<file path="src/rtl/six_port_timer_registers_top_assert.svh">
// assertion macros shared by the timer register block
`ifndef SIX_PORT_TIMER_REGISTERS_TOP_ASSERT_SVH
`define SIX_PORT_TIMER_REGISTERS_TOP_ASSERT_SVH

`ifndef SYNTH
// same-cycle implication, sampled on the rising clock edge
`define SPT_ASSERT_IMPL(label, ante, cons, msg) \
    label: assert property (@(posedge clk) disable iff (!rst_n) (ante) |-> (cons)) \
        else $error(msg);
// next-cycle implication, sampled on the rising clock edge
`define SPT_ASSERT_NEXT(label, ante, cons, msg) \
    label: assert property (@(posedge clk) disable iff (!rst_n) (ante) |=> (cons)) \
        else $error(msg);
`else
`define SPT_ASSERT_IMPL(label, ante, cons, msg)
`define SPT_ASSERT_NEXT(label, ante, cons, msg)
`endif

`endif

</file>
<file path="src/rtl/spt_pkg.sv">
// types and constants of the timer register block
`timescale 1ns / 1ps

package spt_pkg;

    // item kinds
    localparam logic [1:0] OP_READ  = 2'd0;
    localparam logic [1:0] OP_WRITE = 2'd1;
    localparam logic [1:0] OP_TICK  = 2'd2;

    // register numbers with a meaning of their own
    localparam logic [2:0] REG_CTRL13 = 3'd0;
    localparam logic [2:0] REG_CTRL2  = 3'd1;

    localparam logic [7:0]  STATUS_BYTE   = 8'h87;
    localparam logic [2:0]  DIVIDE_BY     = 3'd5;
    localparam logic [15:0] COUNTER_RESET = 16'hFFFF;

    // one input beat
    typedef struct packed {
        logic [1:0] opcode;
        logic [2:0] reg_index;
        logic [7:0] write_byte;
    } item_t;

    // one result beat
    typedef struct packed {
        logic [7:0] read_byte;
        logic       timer_irq;
        logic       frame_pulse;
    } result_t;

endpackage

</file>
<file path="src/rtl/spt_in_stage.sv">
// input register of the timer register block
`timescale 1ns / 1ps

module spt_in_stage
    import spt_pkg::*;
(
    input  logic       clk,
    input  logic       rst_n,
    input  logic       in_valid,
    output logic       in_stall,
    input  logic [1:0] opcode,
    input  logic [2:0] reg_index,
    input  logic [7:0] write_byte,
    input  logic       advance,
    output logic       item_valid,
    output item_t      item
);

    logic  valid_reg;
    logic  valid_next;
    item_t item_reg;
    logic  load;

    // the register takes a new beat when empty or when its beat moves on
    assign load       = !valid_reg || advance;
    assign valid_next = load ? in_valid : valid_reg;
    assign in_stall   = !load;

    always_ff @(posedge clk or negedge rst_n)
    begin
        if (!rst_n)
        begin
            valid_reg <= 1'b0;
        end
        else
        begin
            valid_reg <= valid_next;
        end
    end

    // payload capture
    always_ff @(posedge clk)
    begin
        if (load && in_valid)
        begin
            item_reg <= '{opcode: opcode, reg_index: reg_index, write_byte: write_byte};
        end
    end

    assign item_valid = valid_reg;
    assign item       = item_reg;

endmodule

</file>
<file path="src/rtl/spt_core.sv">
// counters, control state and per-beat result logic
`timescale 1ns / 1ps

module spt_core
    import spt_pkg::*;
#(
    parameter int NUM_COUNTERS = 3
)
(
    input  logic    clk,
    input  logic    rst_n,
    input  logic    fire,
    input  item_t   item,
    output result_t result
);

`include "six_port_timer_registers_top_assert.svh"

    localparam int CIDX_W = $clog2(NUM_COUNTERS);
    localparam logic [CIDX_W-1:0] TIMER_IDX = CIDX_W'(NUM_COUNTERS - 1);

    logic [15:0] cnt_reg [NUM_COUNTERS];
    logic [15:0] cnt_next [NUM_COUNTERS];
    logic        sel_reg;
    logic        sel_next;
    logic        pending_reg;
    logic        pending_next;
    logic        armed_reg;
    logic        armed_next;
    logic [2:0]  div_count_reg;
    logic [2:0]  div_count_next;

    logic [CIDX_W-1:0] cidx;
    logic [15:0]       cnt_sel;
    logic [15:0]       timer_cnt;
    logic [2:0]        div_inc;
    logic              pulse;
    logic [7:0]        rd;

    // counter addressed by register pairs two and up
    assign cidx      = CIDX_W'(item.reg_index[2:1]) - CIDX_W'(1);
    assign cnt_sel   = cnt_reg[cidx];
    assign timer_cnt = cnt_reg[TIMER_IDX];

    // read data
    always_comb
    begin
        rd = 8'd0;
        if (item.opcode == OP_READ)
        begin
            unique case (item.reg_index)
                REG_CTRL13: rd = 8'd0;
                REG_CTRL2:  rd = STATUS_BYTE;
                default:    rd = item.reg_index[0] ? cnt_sel[7:0] : cnt_sel[15:8];
            endcase
        end
    end

    // next state for writes and ticks
    always_comb
    begin
        for (int k = 0; k < NUM_COUNTERS; k++)
        begin
            cnt_next[k] = cnt_reg[k];
        end
        sel_next       = sel_reg;
        pending_next   = pending_reg;
        armed_next     = armed_reg;
        div_count_next = div_count_reg;
        div_inc        = div_count_reg + 3'd1;
        pulse          = 1'b0;

        if (fire)
        begin
            unique case (item.opcode)
                OP_WRITE:
                begin
                    unique case (item.reg_index)
                        REG_CTRL13:
                        begin
                            // internal reset only through control 1
                            if (sel_reg && item.write_byte[0])
                            begin
                                for (int k = 0; k < NUM_COUNTERS; k++)
                                begin
                                    cnt_next[k] = COUNTER_RESET;
                                end
                                pending_next = 1'b0;
                            end
                        end
                        REG_CTRL2:
                        begin
                            sel_next = item.write_byte[0];
                        end
                        default:
                        begin
                            if (item.reg_index[0])
                            begin
                                cnt_next[cidx] = {cnt_sel[15:8], item.write_byte};
                            end
                            else
                            begin
                                cnt_next[cidx] = {item.write_byte, cnt_sel[7:0]};
                                if (cidx == TIMER_IDX)
                                begin
                                    pending_next = 1'b0;
                                end
                            end
                        end
                    endcase
                end
                OP_TICK:
                begin
                    // counter three counts down and wraps on underflow
                    if (timer_cnt == 16'd0)
                    begin
                        cnt_next[TIMER_IDX] = COUNTER_RESET;
                        pending_next        = 1'b1;
                        armed_next          = 1'b1;
                    end
                    else
                    begin
                        cnt_next[TIMER_IDX] = timer_cnt - 16'd1;
                    end
                    // divide-by-five once armed
                    if (armed_next)
                    begin
                        if (div_inc >= DIVIDE_BY)
                        begin
                            div_count_next = 3'd0;
                            pulse          = 1'b1;
                        end
                        else
                        begin
                            div_count_next = div_inc;
                        end
                    end
                end
                default:
                begin
                    // reads and the unused code leave state alone
                end
            endcase
        end
    end

    // result of the beat in the input register
    assign result.read_byte   = rd;
    assign result.timer_irq   = (item.opcode == OP_TICK) && pending_next;
    assign result.frame_pulse = (item.opcode == OP_TICK) && pulse;

    // state registers
    always_ff @(posedge clk or negedge rst_n)
    begin
        if (!rst_n)
        begin
            for (int k = 0; k < NUM_COUNTERS; k++)
            begin
                cnt_reg[k] <= COUNTER_RESET;
            end
            sel_reg       <= 1'b0;
            pending_reg   <= 1'b0;
            armed_reg     <= 1'b0;
            div_count_reg <= 3'd0;
        end
        else
        begin
            for (int k = 0; k < NUM_COUNTERS; k++)
            begin
                cnt_reg[k] <= cnt_next[k];
            end
            sel_reg       <= sel_next;
            pending_reg   <= pending_next;
            armed_reg     <= armed_next;
            div_count_reg <= div_count_next;
        end
    end

    // checks
    `SPT_ASSERT_IMPL(a_pulse_on_tick, result.frame_pulse, item.opcode == OP_TICK, "pulse without tick")
    `SPT_ASSERT_NEXT(a_armed_sticky, armed_reg, armed_reg, "divider disarmed")
    `SPT_ASSERT_IMPL(a_idle_divider, !armed_reg, div_count_reg == 3'd0, "divider counted unarmed")
    `SPT_ASSERT_NEXT(a_underflow_pending, fire && item.opcode == OP_TICK && timer_cnt == 16'd0, pending_reg && armed_reg, "underflow not recorded")

endmodule

</file>
<file path="src/rtl/spt_out_stage.sv">
// result register of the timer register block
`timescale 1ns / 1ps

module spt_out_stage
    import spt_pkg::*;
(
    input  logic       clk,
    input  logic       rst_n,
    input  logic       item_valid,
    input  result_t    result,
    output logic       advance,
    output logic       out_valid,
    input  logic       out_stall,
    output logic [7:0] read_byte,
    output logic       timer_irq,
    output logic       frame_pulse
);

    logic    valid_reg;
    logic    valid_next;
    result_t result_reg;

    // the register moves on when empty or when its beat is taken
    assign advance    = !valid_reg || !out_stall;
    assign valid_next = advance ? item_valid : valid_reg;

    always_ff @(posedge clk or negedge rst_n)
    begin
        if (!rst_n)
        begin
            valid_reg <= 1'b0;
        end
        else
        begin
            valid_reg <= valid_next;
        end
    end

    // payload capture
    always_ff @(posedge clk)
    begin
        if (advance && item_valid)
        begin
            result_reg <= result;
        end
    end

    assign out_valid   = valid_reg;
    assign read_byte   = result_reg.read_byte;
    assign timer_irq   = result_reg.timer_irq;
    assign frame_pulse = result_reg.frame_pulse;

endmodule

</file>
<file path="src/rtl/six_port_timer_registers_top.sv">
// top level of the three-counter timer register block
`timescale 1ns / 1ps

// Three 16-bit counters behind eight byte registers. Each input beat is a bus
// read, a bus write or one tick of counter three, and gives exactly one result
// beat. A beat can be accepted every clock cycle while the result side does
// not stall. All counter and control updates are worked out while the beat
// is in the input register, and its result is registered in the result
// register, from which the receiver takes it.
// A stall on the result side holds the result register and, in the same
// cycle, a beat held in the input register, so no beat is lost or repeated.

module six_port_timer_registers_top
    import spt_pkg::*;
#(
    parameter int NUM_COUNTERS = 3
)
(
    input  logic       clk,
    input  logic       rst_n,
    input  logic       in_valid,
    output logic       in_stall,
    input  logic [1:0] opcode,
    input  logic [2:0] reg_index,
    input  logic [7:0] write_byte,
    output logic       out_valid,
    input  logic       out_stall,
    output logic [7:0] read_byte,
    output logic       timer_irq,
    output logic       frame_pulse
);

    logic    advance;
    logic    item_valid;
    item_t   item;
    result_t result;

    // input register
    spt_in_stage u_in_stage (
        .clk        (clk),
        .rst_n      (rst_n),
        .in_valid   (in_valid),
        .in_stall   (in_stall),
        .opcode     (opcode),
        .reg_index  (reg_index),
        .write_byte (write_byte),
        .advance    (advance),
        .item_valid (item_valid),
        .item       (item)
    );

    // counters and result logic
    spt_core #(
        .NUM_COUNTERS (NUM_COUNTERS)
    ) u_core (
        .clk    (clk),
        .rst_n  (rst_n),
        .fire   (item_valid && advance),
        .item   (item),
        .result (result)
    );

    // result register
    spt_out_stage u_out_stage (
        .clk         (clk),
        .rst_n       (rst_n),
        .item_valid  (item_valid),
        .result      (result),
        .advance     (advance),
        .out_valid   (out_valid),
        .out_stall   (out_stall),
        .read_byte   (read_byte),
        .timer_irq   (timer_irq),
        .frame_pulse (frame_pulse)
    );

endmodule
</file>
<file path="config.mk">
export PLATFORM = sky130hd
export DESIGN_NAME = six_port_timer_registers_top
export DESIGN_NICKNAME = d
export VERILOG_FILES = /design/src/rtl/spt_pkg.sv /design/src/rtl/spt_in_stage.sv /design/src/rtl/spt_core.sv /design/src/rtl/spt_out_stage.sv /design/src/rtl/six_port_timer_registers_top.sv
export VERILOG_INCLUDE_DIRS = /design/src /design/src/rtl
export SDC_FILE = /design/constraint.sdc
export NUM_CORES = 1
export LEC_CHECK = 0
export ABC_AREA = 0
export BUFFER_PORTS_ARGS = -buffer_cell sky130_fd_sc_hd__buf_2
export CAP_MARGIN = 20
export CORE_MARGIN = 1.5
export CORE_UTILIZATION = 30
export DETAILED_ROUTE_END_ITERATION = 12
export PLACE_DENSITY = 0.41
export SYNTH_ARGS = -nofsm -noshare
export SYNTH_HDL_FRONTEND = slang
export SYNTH_SLANG_ARGS = --single-unit
</file>
<file path="constraint.sdc">
create_clock -name clk -period 3 [get_ports clk]
set_input_delay 0.15 -clock clk [delete_from_list [all_inputs] [get_ports clk]]
set_output_delay 0.15 -clock clk [all_outputs]
set_load 0.01 [all_outputs]
</file>
==> reports/qor.csv, run 1 <==
stage;metric;value;unit
run_status;status;finished clean;
cells_and_area;# nets final;593;
die;die height;132;um
clock_tree;Post-CTS Setup Bufs;0;
critical_path;Crit. End Element;flip-flop;
sta;Slew @ Worst Pin;1040;ps
drt;antenna violation net count after detailed routing;0;
yosys;Seq/Total Area, Yosys;0.430;
die;Rows;47;
clock_tree;CTS max path bufs;2;
clock_tree;clock-pin transition on the worst setup and hold timing paths;60;ps
global_routing;All-Layer GR Usage;0.201;
sta;final setup vio count;0;
global_routing;largest net degree at the start of global routing;55;
critical_path;crit path max fanout;9;
critical_path;Startpoint Class;flip-flop;
critical_path;worst r2r src;u_in_stage.item[10]$_DFFE_PP_;
critical_path;R2R Path End;u_core.timer_cnt[14]$_DFFE_PN1P_;
yosys;EDFF count, synth;23;
drt;via density per instance;5.48;
yosys;synthesized flop and latch total;79;
drt;drt pass-1 iters;6;
placed_design;Post-DP HPWL;12200;um
yosys;area leader, netlist;dfstp_2;
yosys;net count after synthesis;557;
power;P_leak;0.00225;uW
yosys;top cell type's share of synthesized area;0.252;
sta;setup TNS;0;ps
clock_tree;PostCTS Resize Cnt;0;
die;Die Wd;132;um
yosys;top_reg_cell synth;dfstp_2;
clock_tree;Clock Sinks;79;
yosys;Post-Synthesis Cells;530;
cells_and_area;antenna fix cells;0;
min_path;end of the worst hold path;u_in_stage.item_valid$_DFFE_PN0N_;
clock_tree;CTS tree;done;
die;Die Area;17400;um2
placed_design;Routability Congestion;0.857;
cells_and_area;Reg area;2150;um2
yosys;Distinct cells, synth;68;
clock_tree;CTS Buf Count;9;
power;maximum VDD drop;0.283;mV
drt;DRC;0;
die;number of I/O pins;29;
min_path;Min-Delay Path Class;in -> reg;
clock_tree;Clock Root Buffer;clkbuf_16;
power;total power divided by cell area;625;nW/um2
drt;violation count after the first detailed-route iteration;372;
placed_design;dpl cell area;5380;um2
cells_and_area;fill cell count;1696;
min_path;hold path startpoint;in_valid;
cells_and_area;area occupied by multi-input gates;2560;um2
sta;Final Slew Violations;0;
cells_and_area;Final Cell Area;5820;um2
drt;total length of routed wires;16900;um
cells_and_area;Layout area overhead;16.3;%
die;Starting Density;0.305;
drt;Wirelength per Cell;21.4;um
critical_path;Critical Path AT;3030;ps
clock_tree;latest clock arrival within the worst-skew pair;350;ps
yosys;ys async rst share;0.709;
yosys;Avg Inst Size Synth;9.43;um2
sta;clk_skew;7.13;ps
critical_path;CP Class;reg -> reg;
global_routing;antenna violations before repair;0;
global_routing;grt ovf;0;
min_path;hold depth;2;
placed_design;IO buf count;28;
cells_and_area;layout cells sized above 1;0.268;
sta;Final Hold Viols;0;
cells_and_area;max reg flops;32;
sta;Final Critical Period;2750;ps
die;core area;16400;um2
drt;via count;4338;
sta;RSZ-0062 raised after global routing;no;
yosys;warnings from Yosys;0;
sta;Max transition margin;0.306;
critical_path;reg2reg path depth;7;
run;Max-Cap Viols;0;
global_routing;vias in the first global route;4380;
critical_path;Worst Path Required;3280;ps
yosys;largest cells by area after synthesis;dfstp_2 (25%), edfxtp_1 (14%), a21oi_1 (6.6%), nand2_1 (4.5%), mux2_2 (4.1%);
clock_tree;CTS H-tree lvls;3;
sta;period utilisation layout;0.917;
global_routing;first-pass GRT wire length;26500;um
critical_path;Worst R2R Setup Slack;250;ps
yosys;Post-Syn Area;5000;um2
sta;fmax;364;MHz
-- what timing repair did --
action                                 in CTS  in global routing
hold buffers                               14                  0
endpoints found under the hold margin      21                  0
setup endpoints to repair                   0                  0
-- layout make-up --
type | count | area share
Sequential cell | 79 | 0.370
Clock inverter | 4 | 0.00817
Multi-Input combinational cell | 393 | 0.441
Inverter | 18 | 0.0116
Clock buffer | 12 | 0.0424
Timing Repair Buffer | 65 | 0.0800
Tap cell | 220 | 0.0473
-- power breakdown --
part / internal (uW) / total, uW / leakage, uW / switching [uW]
clock network: 665 / 1120 / 0.000143 / 450
logic: 361 / 826 / 0.00128 / 466
registers: 1430 / 1690 / 0.000822 / 264
total: 2450 / 3630 / 0.00225 / 1180
-- stage by stage --
step | hold WS, ps | cells | util | total power (uW) | setup WS (ps)
6_report | 4.28 | 791 | 0.355 | 3630 | 249
5_1_grt | 14.6 | 791 | 0.355 | 3830 | 169
4_1_cts | 1.61 | 791 | 0.355 | 3670 | 290
3_5_place_dp | 275 | 761 | 0.328 | 2520 | 317
3_3_place_gp | 273 | 761 | 0.328 | 2510 | 325
2_1_floorplan | -146 | 530 | - | 2170 | 616
-- cells in the mapped netlist, types with 2 or more instances --
| cell | count |
|---|---|
| nor4b_1 | 2 |
| mux2_2 | 18 |
| inv_1 | 17 |
| a21o_1 | 18 |
| nor4_1 | 3 |
| edfxtp_1 | 23 |
| nand3b_1 | 3 |
| clkbuf_8 | 4 |
| nand2b_1 | 4 |
| or3_1 | 4 |
| buf_1 | 4 |
| o2bb2ai_1 | 4 |
| nor3b_1 | 2 |
| o221a_2 | 4 |
| ha_1 | 10 |
| and2_1 | 5 |
| nor3_1 | 8 |
| and3_1 | 3 |
| nor3_2 | 2 |
| o211ai_1 | 4 |
| mux2i_1 | 3 |
| o22a_1 | 22 |
| a211oi_1 | 17 |
| o21ai_2 | 3 |
| a41oi_1 | 2 |
| and4_1 | 2 |
| o21ai_0 | 20 |
| nand3_1 | 9 |
| dfrtp_1 | 8 |
| buf_2 | 13 |
| a22o_1 | 6 |
| a2bb2oi_1 | 4 |
| nand2_1 | 60 |
| dfstp_2 | 48 |
| clkbuf_1 | 17 |
| o31a_1 | 3 |
| nor2_1 | 30 |
| or2_2 | 3 |
| a21oi_1 | 66 |
| a22oi_1 | 12 |
| o22ai_1 | 6 |
| and3b_2 | 2 |
| a31oi_1 | 7 |
-- logic make-up after synthesis --
group | share of synthesized area
AOI/OAI and AO/OA | 0.290
xor gates and xnor gates | 0.00175
and+or+nand+nor | 0.150
adders and majority gates | 0.0250
buffers and inverters | 0.0571
DFF | 0.430
muxes | 0.0465
-- how the worst max path moves through the flow --
stage	from	endpoint	slack [ps]	depth (start not counted)
finish	u_in_stage.item[10]$_DFFE_PP_	u_core.timer_cnt[14]$_DFFE_PN1P_	250	7
global route	u_in_stage.item[9]$_DFFE_PP_	u_core.timer_cnt[14]$_DFFE_PN1P_	170	8
CTS	u_in_stage.item[10]$_DFFE_PP_	u_core.timer_cnt[14]$_DFFE_PN1P_	290	7
detailed placement	u_in_stage.item[10]$_DFFE_PP_	u_core.timer_cnt[14]$_DFFE_PN1P_	320	7
global placement	u_in_stage.item[10]$_DFFE_PP_	u_core.timer_cnt[14]$_DFFE_PN1P_	330	7
floorplan	u_in_stage.item[9]$_DFFE_PP_	u_out_stage.read_byte[0]$_SDFFCE_PP0P_	620	8
-- cells in the final DEF, fill, tap and decap left out, drive strengths merged, types with 8 or more instances in the layout --
cell / instances
dfstp: 48
o22a: 22
dlygate4sd3: 14
a21o: 18
a21oi: 67
buf: 51
ha: 10
clkbuf: 12
nand3: 9
edfxtp: 23
inv: 17
dfrtp: 8
a22oi: 12
nand2: 60
nor2: 30
mux2: 18
nor3: 11
a211oi: 17
o21ai: 23
-- worst max-delay path, stage by stage, from the launching register on --
cell and delay, ps:
edfxtp_1 580, ha_1 390, buf_4 190, mux2_2 370, a2111oi_0 700, buf_4 210, o21ai_0 80, o21a_1 160
-- layer usage --
metal  track usage  part of all wire  wire length (um)  vias to the layer above
met4        0.0932             0.029               499                        0
met3        0.0192             0.039               668                       31
met1         0.272              0.46              7830                     2126
met5             0                 0                 0                        -
met2         0.324              0.47              7940                      123
li1              -                 -                 -                     2058
No activity file was read; power rests on OpenSTA's default activity.
==> inputs of run 2 (changes only) <==
Settings changed: CORE_UTILIZATION 30 to 39, PLACE_DENSITY 0.41 to 0.52.
==> run 2 against run 1 <==
Against the previous run:
- total power is 1.2% lower
- register-to-register slack worse by 120 ps
- combinational power is 3.1% lower
- cell count is 6.4% lower
- critical path type unchanged
- largest cell class unchanged
- highest routed layer unchanged
==> reports/qor.csv, run 2 (synthesis results as in run 1) <==
stage;metric;value;unit
run_status;status;finished clean;
sta;setup TNS;0;ps
cells_and_area;Layout area overhead;14.4;%
clock_tree;CTS Buf Count;9;
clock_tree;clock-pin transition on the worst setup and hold timing paths;60;ps
clock_tree;Post-CTS Setup Bufs;0;
sta;Final Critical Period;2870;ps
critical_path;Critical Path AT;3150;ps
placed_design;Routability Congestion;0.905;
clock_tree;Clock Sinks;79;
drt;via density per instance;5.86;
die;Starting Density;0.398;
clock_tree;Clock Root Buffer;clkbuf_16;
global_routing;first-pass GRT wire length;23200;um
min_path;Min-Delay Path Class;in -> reg;
clock_tree;PostCTS Resize Cnt;0;
drt;DRC;0;
drt;violation count after the first detailed-route iteration;539;
drt;Wirelength per Cell;20.6;um
global_routing;All-Layer GR Usage;0.234;
critical_path;slowest CP cell;a2111oi_0;
power;maximum VDD drop;0.432;mV
die;number of I/O pins;29;
critical_path;crit path max fanout;11;
global_routing;largest net degree at the start of global routing;41;
critical_path;family with the most delay on the worst path;compound AO/OA/AOI/OAI gates;
placed_design;dpl cell area;5280;um2
placed_design;placed cell count;709;
run;Max-Cap Viols;0;
die;core area;12600;um2
global_routing;grt ovf;0;
sta;final setup vio count;0;
sta;Final Hold Viols;0;
placed_design;IO buf count;28;
cells_and_area;fill cell count;1179;
global_routing;antenna violations before repair;0;
cells_and_area;most frequent cells in the layout;a21oi_1 (66), nand2_1 (60), dfstp_2 (48);
power;total power divided by cell area;628;nW/um2
critical_path;CP Class;reg -> reg;
critical_path;cells along the critical path;inv_1 > ha_1 > buf_4 > mux2_2 > a2111oi_0 > o21ai_0 > o21a_1;
critical_path;Crit. End Element;flip-flop;
cells_and_area;Post-Layout Cell Count;740;
cells_and_area;area occupied by multi-input gates;2560;um2
clock_tree;CTS max path bufs;2;
drt;antenna violation net count after detailed routing;0;
clock_tree;CTS H-tree lvls;3;
cells_and_area;Final Cell Area;5720;um2
critical_path;Startpoint Class;flip-flop;
drt;drt pass-1 iters;5;
sta;Slew @ Worst Pin;1090;ps
die;Die Wd;116;um
die;Die Area;13500;um2
critical_path;CP peak stage delay;830;ps
cells_and_area;max reg flops;32;
die;die height;116;um
cells_and_area;most common cell after layout, fill and taps aside;a21oi_1;
cells_and_area;Reg area;2150;um2
clock_tree;cts hold-fix bufs;15;
cells_and_area;antenna fix cells;0;
cells_and_area;# nets final;590;
global_routing;vias in the first global route;4050;
sta;period utilisation layout;0.958;
sta;Final Slew Violations;0;
drt;via count;4337;
drt;total length of routed wires;15200;um
critical_path;CP bufs+invs;2;
clock_tree;CTS tree;done;
die;Rows;41;
clock_tree;latest clock arrival within the worst-skew pair;350;ps
cells_and_area;layout cells sized above 1;0.261;
placed_design;Post-DP HPWL;10900;um
critical_path;Worst Path Required;3280;ps
sta;RSZ-0062 raised after global routing;no;
sta;Max transition margin;0.271;
power;P_leak;0.00223;uW
sta;clk_skew;7.29;ps
sta;fmax;348;MHz
[run 2: tightest hold or removal path, cell delays in order]
cell,delay [ps]
buf_2,90
nand2_1,60
nand2b_1,70
[run 2: report_power, final]
part | total [uW] | switching, uW | internal, uW | leakage (uW)
logic | 800 | 445 | 355 | 0.00126
registers | 1700 | 270 | 1430 | 0.000822
clock network | 1090 | 433 | 659 | 0.000144
total | 3590 | 1150 | 2440 | 0.00223
[run 2: through the flow]
stage	hold slack, ps	total power, uW	setup WS (ps)	util
finish	53.3	3590	125	0.455
CTS	42.0	3600	206	0.455
detailed placement	280	2480	239	0.420
global placement	283	2460	247	0.420
global route	80.7	3760	5.56	0.455
floorplan	-146	2170	616	-
[run 2: routing by layer]
| layer | global-route usage | wire (um) | vias up |
|---|---|---|---|
| met5 | 0 | 0 | - |
| met4 | 0.0951 | 397 | 0 |
| met3 | 0.0571 | 1070 | 28 |
| met2 | 0.344 | 6660 | 175 |
| met1 | 0.330 | 7080 | 2084 |
| li1 | - | - | 2050 |
[run 2: area by class of cell]
cell class                      instances  area share
Multi-Input combinational cell        393       0.448
Sequential cell                        79       0.376
Timing Repair Buffer                   62      0.0757
Clock buffer                           11      0.0424
Tap cell                              172      0.0376
Inverter                               18      0.0118
Clock inverter                          5     0.00831
[run 2: path summary, 6_finish.rpt]
path | start | to | slack (ps) | cells after the start
max | u_in_stage.item[9]$_DFFE_PP_ | u_core.timer_cnt[14]$_DFFE_PN1P_ | 130 | 7
min in group asynchronous | rst_n | u_core.pending_reg$_DFF_PN0_ | 440 | 2
max reg2reg | u_in_stage.item[9]$_DFFE_PP_ | u_core.timer_cnt[14]$_DFFE_PN1P_ | 130 | 7
max in group asynchronous | rst_n | u_core.timer_cnt[11]$_DFFE_PN1P_ | 1660 | 3
min reg2reg | u_core.cnt_reg[30]$_DFFE_PN1P_ | u_core.cnt_reg[30]$_DFFE_PN1P_ | 470 | 2
min | out_stall | u_out_stage.out_valid$_DFFE_PN0P_ | 50 | 3
==> inputs of run 3 (changes only) <==
Settings changed: PLACE_DENSITY 0.52 to 0.63.
==> run 3 against run 2 <==
Against the previous run:
- sequential power barely moved
- critical endpoint unchanged
- clock power increased by 9%
- critical path type unchanged
- via count grew 2.8%
==> reports/qor.csv, run 3 (synthesis results as in run 1) <==
stage;metric;value;unit
run_status;status;finished clean;
cells_and_area;layout cells sized above 1;0.271;
global_routing;first-pass GRT wire length;22800;um
min_path;hold depth;3;
die;Starting Density;0.398;
cells_and_area;max reg flops;32;
sta;Max transition margin;0.351;
die;number of I/O pins;29;
global_routing;largest net degree at the start of global routing;52;
placed_design;Routability Congestion;0.957;
clock_tree;cts hold-fix bufs;15;
critical_path;reg2reg path depth;6;
min_path;Min-Delay Path Class;in -> reg;
critical_path;slowest CP cell;a2111oi_0;
die;die height;116;um
power;maximum VDD drop;0.394;mV
placed_design;IO buf count;28;
drt;antenna violation net count after detailed routing;0;
critical_path;family with the most delay on the worst path;compound AO/OA/AOI/OAI gates;
clock_tree;CTS H-tree lvls;3;
sta;period utilisation layout;0.872;
cells_and_area;Reg area;2150;um2
clock_tree;PostCTS Resize Cnt;0;
cells_and_area;# nets final;595;
sta;Final Hold Viols;0;
clock_tree;latest clock arrival within the worst-skew pair;350;ps
global_routing;grt ovf;0;
run;Max-Cap Viols;0;
sta;Slew @ Worst Pin;974;ps
die;Die Wd;116;um
drt;DRC;0;
clock_tree;CTS max path bufs;2;
cells_and_area;area occupied by multi-input gates;2560;um2
sta;Final Slew Violations;0;
cells_and_area;antenna fix cells;0;
cells_and_area;Finished Core Util;0.461;
critical_path;Startpoint Class;flip-flop;
critical_path;Critical Path AT;2900;ps
clock_tree;CTS tree;done;
drt;via count;4459;
critical_path;CP bufs+invs;1;
drt;drt pass-1 iters;6;
sta;setup TNS;0;ps
critical_path;Worst Path Required;3280;ps
placed_design;pre-CTS WS;454;ps
global_routing;antenna violations before repair;0;
critical_path;CP Class;reg -> reg;
sta;RSZ-0062 raised after global routing;no;
clock_tree;CTS Buf Count;9;
power;P_leak;0.00227;uW
cells_and_area;Layout area overhead;15.8;%
die;Die Area;13500;um2
critical_path;CP peak stage delay;780;ps
global_routing;All-Layer GR Usage;0.225;
cells_and_area;most common cell after layout, fill and taps aside;a21oi_1;
critical_path;Crit. End Element;flip-flop;
die;core area;12600;um2
global_routing;vias in the first global route;4127;
critical_path;crit path max fanout;9;
drt;violation count after the first detailed-route iteration;489;
placed_design;Post-DP HPWL;10400;um
sta;hold_ws;46.5;ps
clock_tree;clock-pin transition on the worst setup and hold timing paths;60;ps
die;Rows;41;
cells_and_area;fill cell count;1183;
sta;fmax;382;MHz
critical_path;cells along the critical path;ha_1 > buf_4 > mux2_2 > a2111oi_0 > o21ai_0 > o21a_1;
drt;via density per instance;5.99;
sta;Final Critical Period;2620;ps
drt;total length of routed wires;14600;um
clock_tree;Clock Root Buffer;clkbuf_16;
power;total power divided by cell area;637;nW/um2
cells_and_area;most frequent cells in the layout;a21oi_1 (66), nand2_1 (60), dfstp_2 (48);
clock_tree;Clock Sinks;79;
sta;worst setup margin;383;ps
critical_path;Levels on crit path;6;
clock_tree;Post-CTS Setup Bufs;0;
sta;clk_skew;6.98;ps
sta;final setup vio count;0;
drt;Wirelength per Cell;19.6;um
[run 3: cell types whose count changed in the layout (fill, tap and decap cells not counted)]
cell,previous run,this run
buf_4,19,24
bufinv_16,1,2
clkinv_1,3,1
clkinv_2,2,1
clkinv_4,0,1
clkinvlp_4,0,1
[run 3: cell type report]
cell class	instances	area share
Inverter	18	0.0117
Timing Repair Buffer	67	0.0812
Clock buffer	11	0.0419
Multi-Input combinational cell	393	0.442
Tap cell	172	0.0372
Sequential cell	79	0.372
Clock inverter	5	0.0140
[run 3: path summary, 6_finish.rpt]
check                                                    start                                   to  slack, ps
worst max-delay path             u_in_stage.item[10]$_DFFE_PP_     u_core.timer_cnt[14]$_DFFE_PN1P_        380
worst min-delay path                                 out_stall    u_out_stage.out_valid$_DFFE_PN0P_         50
worst max register to register   u_in_stage.item[10]$_DFFE_PP_     u_core.timer_cnt[14]$_DFFE_PN1P_        380
worst min register to register  u_core.cnt_reg[40]$_DFFE_PN1P_       u_core.cnt_reg[40]$_DFFE_PN1P_        490
max in group asynchronous                                rst_n       u_core.cnt_reg[33]$_DFFE_PN1P_       1760
min in group asynchronous                                rst_n  u_core.div_count_reg[1]$_DFFE_PN0P_        510
[run 3: through the flow]
stage               instances  instance area [um2]  power [uW]
finish                    745                 5790        3690
global placement          714                 5320        2460
floorplan                 530                 5000        2170
detailed placement        714                 5320        2470
CTS                       745                 5790        3690
global route              745                 5790        3860
[run 3: tightest hold or removal path: stages]
cell and delay (ps):
buf_2 90, nand2_1 60, nand2b_1 60
[run 3: power breakdown]
part / internal (uW) / switching (uW) / leakage, uW
logic: 359 / 449 / 0.00129
registers: 1430 / 266 / 0.000822
clock network: 751 / 436 / 0.000156
[run 3: per-layer routing]
| metal | up-vias | share of wire | GRT usage |
|---|---|---|---|
| met1 | 2173 | 0.44 | 0.322 |
| met3 | 26 | 0.088 | 0.0540 |
| met2 | 203 | 0.45 | 0.334 |
| met4 | 0 | 0.021 | 0.0789 |
| met5 | - | 0 | 0 |
| li1 | 2057 | - | - |
